File: src/hdl/dcdc_divider.sv
// Restoring divider, one quotient bit per cycle.
`timescale 1ns / 1ps
`default_nettype none

module dcdc_divider
#(
    parameter int NUM_W = 32,
    parameter int DEN_W = 16,
    parameter int QUO_W = 10
)
(
    input  wire logic             clk,
    input  wire logic             rst_n,
    input  wire logic             start,
    input  wire logic [NUM_W-1:0] numerator,
    input  wire logic [DEN_W-1:0] denominator,
    output logic                  busy,
    output logic [QUO_W-1:0]      quotient
);

    localparam int W      = (NUM_W > DEN_W + QUO_W) ? NUM_W : DEN_W + QUO_W;
    localparam int STEP_W = $clog2(QUO_W + 1);

    logic [W-1:0]      rem_reg;
    logic [W-1:0]      rem_next;
    logic [W-1:0]      den_reg;
    logic [W-1:0]      den_next;
    logic [QUO_W-1:0]  quo_reg;
    logic [QUO_W-1:0]  quo_next;
    logic [STEP_W-1:0] step_reg;
    logic [STEP_W-1:0] step_next;

    always_comb
    begin
        rem_next  = rem_reg;
        den_next  = den_reg;
        quo_next  = quo_reg;
        step_next = step_reg;
        if (start)
        begin
            rem_next  = W'(numerator);
            den_next  = W'(denominator) << (QUO_W - 1);
            quo_next  = '0;
            step_next = STEP_W'(QUO_W);
        end
        else if (step_reg != '0)
        begin
            if (rem_reg >= den_reg)
            begin
                rem_next = rem_reg - den_reg;
                quo_next = (quo_reg << 1) | QUO_W'(1);
            end
            else
            begin
                quo_next = quo_reg << 1;
            end
            den_next  = den_reg >> 1;
            step_next = step_reg - STEP_W'(1);
        end
    end

    always_ff @(posedge clk or negedge rst_n)
    begin
        if (!rst_n)
        begin
            step_reg <= '0;
        end
        else
        begin
            step_reg <= step_next;
        end
    end

    always_ff @(posedge clk)
    begin
        rem_reg <= rem_next;
        den_reg <= den_next;
        quo_reg <= quo_next;
    end

    assign busy     = (step_reg != '0);
    assign quotient = quo_reg;

    a_start_busy : assert property (@(posedge clk) disable iff (!rst_n)
        start |=> busy)
        else $error("divider not busy after start");

    a_step_range : assert property (@(posedge clk) disable iff (!rst_n)
        step_reg <= STEP_W'(QUO_W))
        else $error("divider step count out of range");

    a_quo_hold : assert property (@(posedge clk) disable iff (!rst_n)
        (!busy && !start) |=> $stable(quotient))
        else $error("quotient changed while idle");

endmodule

`default_nettype wire

File: config.mk
export PLATFORM = sky130hd
export DESIGN_NAME = dcdc_divider
export DESIGN_NICKNAME = d
export VERILOG_FILES = /design/src/hdl/dcdc_divider.sv
export SDC_FILE = /design/constraint.sdc
export NUM_CORES = 1
export LEC_CHECK = 0
export BUFFER_PORTS_ARGS = -buffer_cell sky130_fd_sc_hd__buf_2
export CORE_AREA = 2 2 92 94
export DETAILED_ROUTE_END_ITERATION = 10
export DIE_AREA = 0 0 94 96
export PLACE_DENSITY_LB_ADDON = 0.08
export SYNTH_ARGS = -nofsm -noshare
export SYNTH_HDL_FRONTEND = slang
export SYNTH_SLANG_ARGS = --single-unit
File: constraint.sdc
create_clock -name clk -period 3.95 [get_ports clk]
set_input_delay 0.1975 -clock clk [delete_from_list [all_inputs] [get_ports clk]]
set_output_delay 0.1975 -clock clk [all_outputs]
set_load 0.01 [all_outputs]
==> impl_metrics.env <==
export IMPL_cts_buffers=9
export IMPL_routed_via_density=5.66
export IMPL_ys_types=57
export IMPL_peakVddDrop_v=0.000270
export IMPL_leakagePower_nw=2.11
export IMPL_synthFlopType="edfxtp_1"
export IMPL_grt_usage_pct=24.2
export IMPL_cpMaxStageDelayCell="fa_1"
export IMPL_largest_register_ffs=32
export IMPL_diodes=0
export IMPL_drt_first_pass_iters=4
export IMPL_drt_initial_drc_count=216
export IMPL_slowest_delay_ns=0.40
export IMPL_min_path_type="input port to flip-flop"
export IMPL_cts_clk_slew_worst_paths_ns=0.08
export IMPL_drive_gt1_share_pct=16.5
export IMPL_clock_skew_ns=0.00981
export IMPL_min_period_over_period_pct=84.3
export IMPL_synthCells=512
export IMPL_period_needed_ns=3.33
export IMPL_grt_pass1_vias=3654
export IMPL_antenna_left=0
export IMPL_yosysMostFrequentCell="nand2_1"
export IMPL_tightest_slew_ns=0.862
export IMPL_synth_edf_count=48
export IMPL_crit_chain="inv_1 -> ha_1 -> inv_1 -> fa_1 -> a21o_1 -> a221o_2 -> a211oi_2 -> o21ai_0 -> o221a_2 -> o41a_1 -> buf_4"
export IMPL_cts_sinks=71
export IMPL_maxCapViolCount=0
export IMPL_cp_arrival_ns=3.43
export IMPL_grt_remaining_overflow=0
export IMPL_final_nets=645
export IMPL_cts_root_buf="clkbuf_8"
export IMPL_clk_latency_ns=0.36
export IMPL_path_max_fanout=19
export IMPL_required_ns=4.05
export IMPL_hold_ws_ns=0.106
export IMPL_ys_ff_latch=71
export IMPL_synth_top_area_share_pct=32.0
export IMPL_synth_common_cells="nand2_1 (102), edfxtp_1 (48), a21oi_1 (45)"
export IMPL_setup_viol=0
export IMPL_ios=62
export IMPL_ys_seq_area_share_pct=42.6
export IMPL_coreArea_mm2=0.00805
export IMPL_yosys_area_top_type="edfxtp_1"
export IMPL_io_buffer_count=61
export IMPL_chipWidth_um=94
export IMPL_avgSynthCellArea_um2=8.81
export IMPL_yosysWarningCount=0
export IMPL_antenna_found_initial=0
export IMPL_die_h_um=96
export IMPL_rsz0062_at_grt="no"
export IMPL_dp_hpwl_um=7460
export IMPL_run_status="completed"
export IMPL_start_kind="flip-flop"
export IMPL_synth_area_mm2=0.00451
export IMPL_fmax_ghz=0.300
export IMPL_htreeDepth=3
export IMPL_cts_tree="built"
export IMPL_crit_type="flip-flop to flip-flop"
export IMPL_routedWlPerCell_um=15.4
export IMPL_finalHoldViolations=0
export IMPL_initial_utilization_pct=56.0
export IMPL_die_area_mm2=0.00902
export IMPL_vias=3824
export IMPL_grt_pass1_wl_um=17000
export IMPL_num_rows=33
export IMPL_grt_max_degree=79
export IMPL_end_kind="flip-flop"
export IMPL_clockBufferDepth=2
export IMPL_timing_setup_tns_ns=0
export IMPL_slew_violations=0
export IMPL_relSlewSlack_pct=42.5
export IMPL_syn_nets=591
export IMPL_gp_congestion=0.896
export IMPL_drc=0
export IMPL_synth_top_cells_by_area="edfxtp_1 (32%), nand2_1 (8.5%), dfxtp_1 (8.4%)"
export IMPL_power_density_mw_per_mm2=659
export IMPL_synthArstFlopShare_pct=5.63
export IMPL_crit_top_cell="inv_1"
export IMPL_area_growth_synth_to_final_pct=13.0
export IMPL_routed_wl_um=10400
==> what timing repair did <==
item,4_1_cts,5_1_grt
buffers inserted,0,0
hold buffers,1,0
hold endpoints to repair,4,0
gates resized for setup,0,0
==> kinds of logic (layout without fill, tap and decap cells) <==
kind of cell / Yosys count / in the layout / synth area share (%)
simple gates: 169 / 169 / 16.4
xor+xnor: 24 / 24 / 4.66
mux: 4 / 4 / 0.943
compound gates: 156 / 156 / 22.4
fa+ha+maj: 28 / 28 / 7.93
flops: 71 / 71 / 42.6
buf+inv: 60 / 119 / 5.02
==> per-layer routing <==
layer | up-vias | track usage, % | part of all wire [%]
met5 | - | 0 | 0
met4 | 0 | 8.57 | 1.3
met3 | 12 | 4.62 | 4.8
met2 | 94 | 38.7 | 46
met1 | 1781 | 33.1 | 48
li1 | 1937 | - | -
==> critical path: cells and delay by family (launching register included) <==
kind / cells / cell delay, ns
DFF: 1 / 0.37
adders and majority gates: 2 / 0.55
buffers and inverters: 3 / 0.36
AOI/OAI and AO/OA: 6 / 1.79
==> where the power goes <==
part	internal, mW	total, mW	leakage [nW]	switching (mW)
logic	0.698	1.70	1.29	1.01
clock network	0.270	0.561	0.0959	0.291
registers	1.01	1.09	0.722	0.0790
total	1.98	3.36	2.11	1.38
==> final timing paths <==
kind	endpoint	cells past startpoint	from	slack, ns
min in group asynchronous	step_reg[3]	2	rst_n	0.16
worst max register to register	rem_reg[30]	11	rem_reg[0]	0.62
worst min register to register	quotient[9]	2	quotient[9]	0.45
worst max-delay path	rem_reg[30]	11	rem_reg[0]	0.62
max in group asynchronous	step_reg[2]	2	rst_n	3.68
worst min-delay path	den_reg[12]	3	denominator[3]	0.11
==> cells in the final DEF (no fill, tap or decap), types with 3 or more instances in the layout <==
cell and n:
o211ai_1 6, a211oi_1 4, ha_1 27, edfxtp_1 48
nand2b_1 5, nand3_1 8, o21bai_1 3, dfrtp_1 4
a31oi_1 3, dfxtp_1 19, nor4_1 3, o31ai_1 18
nor3_1 4, buf_2 60, clkbuf_8 9, nand2_1 102
and2_1 4, nor2_1 23, nand4_1 3, or3_1 6
inv_1 36, xnor2_1 13, a21oi_1 45, o21a_1 5
a211o_1 3, buf_4 6, a21o_1 6, o21ai_0 42
xor2_1 11
==> metrics by stage <==
step / cell area, um^2 / utilization (%) / setup WS, ns / std cells / power [mW]
after floorplan: 4510 / - / 0.605 / 512 / 2.40
after CTS: 5100 / 63.3 / 0.626 / 676 / 3.35
after detailed placement: 4900 / 60.8 / 0.654 / 659 / 2.77
final: 5100 / 63.3 / 0.619 / 676 / 3.36
after global placement: 4900 / 60.8 / 0.786 / 659 / 2.73
after global routing: 5100 / 63.3 / 0.451 / 676 / 3.62
==> final cells by class <==
cell class / instances / area [um^2]
multi-input combinational: 381 / 2360
timing repair buffer: 67 / 355
clock buffer: 11 / 153
tap: 105 / 131
fill: 714 / 2960
clock inverter: 5 / 37.5
sequential: 71 / 1920
inverter: 36 / 135
Power figures use the tool's default switching activity.
